$ cat config.mk
export PLATFORM = sky130hd
export DESIGN_NAME = dms_slot_cell
export DESIGN_NICKNAME = d
export VERILOG_FILES = /design/src/hw/rtl/dms_pkg.sv /design/src/hw/rtl/dms_slot_cell.sv
export SDC_FILE = /design/constraint.sdc
export NUM_CORES = 1
export LEC_CHECK = 0
export ABC_AREA = 1
export BUFFER_PORTS_ARGS = -buffer_cell sky130_fd_sc_hd__buf_2
export CORE_MARGIN = 10
export CORE_UTILIZATION = 45
export DETAILED_ROUTE_END_ITERATION = 10
export PLACE_DENSITY = 0.92
export RECOVER_POWER = 100
export REMOVE_ABC_BUFFERS = 1
export SYNTH_ARGS = -nofsm -noshare
export SYNTH_HDL_FRONTEND = slang
export SYNTH_SLANG_ARGS = --single-unit
$ cat constraint.sdc
create_clock -name clk -period 2.95 [get_ports clk]
set_input_delay 0.59 -clock clk [delete_from_list [all_inputs] [get_ports clk]]
set_output_delay 0.59 -clock clk [all_outputs]
set_load 0.03 [all_outputs]
$ cat src/hw/rtl/dms_pkg.sv
`timescale 1ns / 1ps
`default_nettype none
// ----------------------------------------------------------------------------
// dms_pkg: shared types and constants of the minimizer sketcher
// Request structs, window slot type, ring control and the base decoder.
// ----------------------------------------------------------------------------
package dms_pkg;

  localparam int unsigned WINDOW_MAX_DEF = 32;
  localparam int unsigned KMER_MAX       = 28;
  localparam int unsigned HASH_W         = 56;
  localparam int unsigned TAG_W          = 49;
  localparam int unsigned POS_W          = 48;
  localparam int unsigned MAX_RESULTS    = 64;
  localparam int unsigned CFG_ADDR_W     = 3;

  localparam logic [5:0] WINDOW_LEN_RST = 6'd10;
  localparam logic [4:0] KMER_LEN_RST   = 5'd15;

  // register index, taken from paddr[2]
  localparam logic REG_WINDOW_LEN = 1'b0;
  localparam logic REG_KMER_LEN   = 1'b1;

  localparam logic [2:0] BASE_NONE = 3'd4;

  typedef struct packed {
    logic [7:0]       base_char;
    logic             first_base;
    logic             last_base;
    logic [POS_W-1:0] read_offset;
  } in_item_t;

  typedef struct packed {
    logic [HASH_W-1:0] minimizer_hash;
    logic [TAG_W-1:0]  position_tag;
    logic              last_in_run;
  } out_item_t;

  // one extra top bit each: an empty slot is all ones and sorts above any hash
  typedef struct packed {
    logic [HASH_W:0] hash;
    logic [TAG_W:0]  tag;
  } slot_t;

  localparam slot_t SLOT_EMPTY = '1;

  typedef struct packed {
    logic clear;
    logic shift;
  } ring_ctl_t;

  function automatic logic [2:0] base_code(input logic [7:0] ch);
    logic [2:0] code;
    case (ch)
      8'd0, 8'h41, 8'h61:        code = 3'd0;
      8'd1, 8'h43, 8'h63:        code = 3'd1;
      8'd2, 8'h47, 8'h67:        code = 3'd2;
      8'd3, 8'h54, 8'h74,
      8'h55, 8'h75:              code = 3'd3;
      default:                   code = BASE_NONE;
    endcase
    return code;
  endfunction

endpackage
`default_nettype wire

$ cat src/hw/rtl/dms_slot_cell.sv
`timescale 1ns / 1ps
`default_nettype none
// ----------------------------------------------------------------------------
// dms_slot_cell: one window slot of the ring
// Holds a (hash, tag) pair; clears, loads a new k-mer or takes its neighbour.
// ----------------------------------------------------------------------------
module dms_slot_cell (
  input  logic              clk,
  input  logic              rst_n,
  input  dms_pkg::ring_ctl_t ctl,
  input  logic              wr_en,
  input  dms_pkg::slot_t    wr_data,
  input  dms_pkg::slot_t    nbr_data,
  output dms_pkg::slot_t    slot_data
);
  import dms_pkg::*;

  slot_t slot_r, slot_nxt;

  always_comb begin
    slot_nxt = slot_r;
    if (ctl.clear) begin
      slot_nxt = SLOT_EMPTY;
    end else if (ctl.shift) begin
      slot_nxt = nbr_data;
    end else if (wr_en) begin
      slot_nxt = wr_data;
    end
  end

  always_ff @(posedge clk) begin
    if (!rst_n) begin
      slot_r <= SLOT_EMPTY;
    end else begin
      slot_r <= slot_nxt;
    end
  end

  assign slot_data = slot_r;

endmodule
`default_nettype wire

==> results.cfg <==
[power_and_ir_drop]
ir_drop_mv = 0.344
leakagePower_nw = 3.81
power.density_nw_per_um2 = 494
p_total_mw = 3.42

[cts]
clockBufferDepth = 2
clock-sinks = 107
path_clk_slew_ps = 70
htree_levels = 3
cts_setup_buffers = 0
cts_tree = built
ctsResizeCount = 0
clk_root_buffer_cell = clkbuf_16
numCtsBuffers = 9
hold_buffers = 0
clock_latency_ps = 330

[grt]
grt_max_degree = 94
grt_pass1_wl_um = 29100
grt_util_all_layers = 0.218
grt_pass1_vias = 5698
antenna_found_initial = 2
overflow = 0

[floorplanning]
core_sq_um = 11000
chipWidth_um = 127
rows = 38
initial_utilization = 0.467
io-pin-count = 326
fp.dieH_um = 127
design.die.area_sq_um = 16100

[timing]
grt_setup_unrepaired = false
drv_slew = 0
worst_slack_ps = 955
setup_viol = 0
slew_headroom = 0.449
tightest_slew_ps = 827
period_share = 0.676
fmax_mhz = 501
timing.hold.ws_ps = 468
period_needed_ps = 2000
setup_tns_ps = 0
hold_violations = 0
clock_skew_ps = 0

[critical_path]
r2r-end = slot_data[30]$_SDFFE_PP1P_
critical_path.most_common_cell = nand3_1
r2r-start = slot_data[30]$_SDFFE_PP1P_
rrSetupSlack_ps = 2340
max_stage_delay_ps = 620
ff2ff_path_depth = 2
worstSetupStartpointType = input port
slowest_stage = clkbuf_2
crit_fanout = 42
cp.arrival_ps = 2210
endpoint = slot_data[81]$_SDFFE_PP1P_
cp_cell_sequence = buf_4, clkinvlp_2, clkbuf_2, nand3_1, nand3_1
path_class = in2reg
required_ps = 3160
cp-end-kind = flop
critPathLaunch = ctl[0]

[synthesis]
syn_area_sq_um = 5130
avgSynthCellArea_sq_um = 6.33
synthCells = 810
synth_cell_types = 11
ys_warn_count = 0
ys_seq_area_frac = 0.418
ys_ff_latch = 107

[drt]
routed_wl_um = 19300
postRouteAntennaNets = 0
drc = 0
via_count = 6090
post_drt_wl_per_cell_um = 15.5
drt_iter0_drc = 405
avgViaCountPerCell = 4.90
dr.pass1.iters = 5

[layout]
fillers = 1084
layout.nets = 1317
fin_cells = 1244
area_growth_pct = 35.0
largest_register_ff_count = 107
drive_gt1_frac = 0.222

[run]
cap_violations = 0

[status]
status = completed

[placement]
place_inst = 1227
gp_congestion = 0.889
port_buffers = 325
dp_hpwl_um = 14600
place_ws_ps = 1090

[worst_hold_path]
worstHoldPathType = reg2reg
-- synth_stat cells --
library cell	n	area [sq um]
dfxtp_1	107	2140
nor2_1	107	402
buf_6	1	11.3
buf_4	9	67.6
nand2_1	215	807
nand3_1	214	1070
nor2_4	1	11.3
buf_2	26	130
clkbuf_1	21	78.8
inv_1	108	405
inv_2	1	3.75
-- logic make-up (layout without fill, tap and decap cells) --
logic type	after synthesis	after routing	share of synthesized area
other	0	1	0
flip-flops	107	107	0.418
AND/OR/NAND/NOR	537	537	0.447
buffers and inverters	166	459	0.136
-- power by group --
group	total, mW	switching (mW)	internal [mW]
clock network	1.16	0.554	0.610
logic	0.700	0.461	0.239
registers	1.56	0.0399	1.52
total	3.42	1.05	2.37
-- cell usage in the layout, fill, tap and decap left out, drive strengths merged --
| cell | n |
|---|---|
| buf | 226 |
| nand2 | 215 |
| nand3 | 214 |
| clkbuf | 119 |
| inv | 111 |
| nor2 | 108 |
| dfxtp | 107 |
| clkinv | 2 |
| diode | 1 |
| clkinvlp | 1 |
-- worst min path at each step --
stage / startpoint / to / slack (ps) / cells after the start
6_report: slot_data[44]$_SDFFE_PP1P_ / slot_data[44]$_SDFFE_PP1P_ / 470 / 2
5_1_grt: wr_data[40] / slot_data[40]$_SDFFE_PP1P_ / 480 / 3
4_1_cts: slot_data[31]$_SDFFE_PP1P_ / slot_data[31]$_SDFFE_PP1P_ / 470 / 2
3_5_place_dp: slot_data[26]$_SDFFE_PP1P_ / slot_data[26]$_SDFFE_PP1P_ / 450 / 2
3_3_place_gp: slot_data[104]$_SDFFE_PP1P_ / slot_data[104]$_SDFFE_PP1P_ / 450 / 2
2_1_floorplan: slot_data[0]$_SDFFE_PP1P_ / slot_data[0]$_SDFFE_PP1P_ / 610 / 2
-- per-layer routing --
metal	part of all wire	vias up	global-route usage
li1	-	3070	-
met1	0.37	2678	0.239
met2	0.50	312	0.378
met3	0.11	28	0.0950
met4	0.014	2	0.0502
met5	0.00067	-	0
-- critical path: cells and delay by family --
family / cells / cell delay [ps]
buffers and inverters: 3 / 1280
and+or+nand+nor: 2 / 320
-- cell type report --
cell class / instances / area (sq um) / share of cell area
diodes: 1 / 2.50 / 0.000361
clock buffers: 11 / 243 / 0.0350
clock inverters: 5 / 42.5 / 0.00614
inverters: 109 / 410 / 0.0592
multi-input cells: 537 / 2300 / 0.332
flip-flops and latches: 107 / 2140 / 0.309
well taps: 140 / 175 / 0.0253
repair buffers: 334 / 1610 / 0.233
-- metrics by stage --
stage               utilization  cell area (sq um)
floorplan                     -               4840
global placement          0.617               6780
detailed placement        0.617               6780
CTS                       0.643               7060
global route              0.630               6920
finish                    0.631               6930
(Power assumes the default switching activity.)
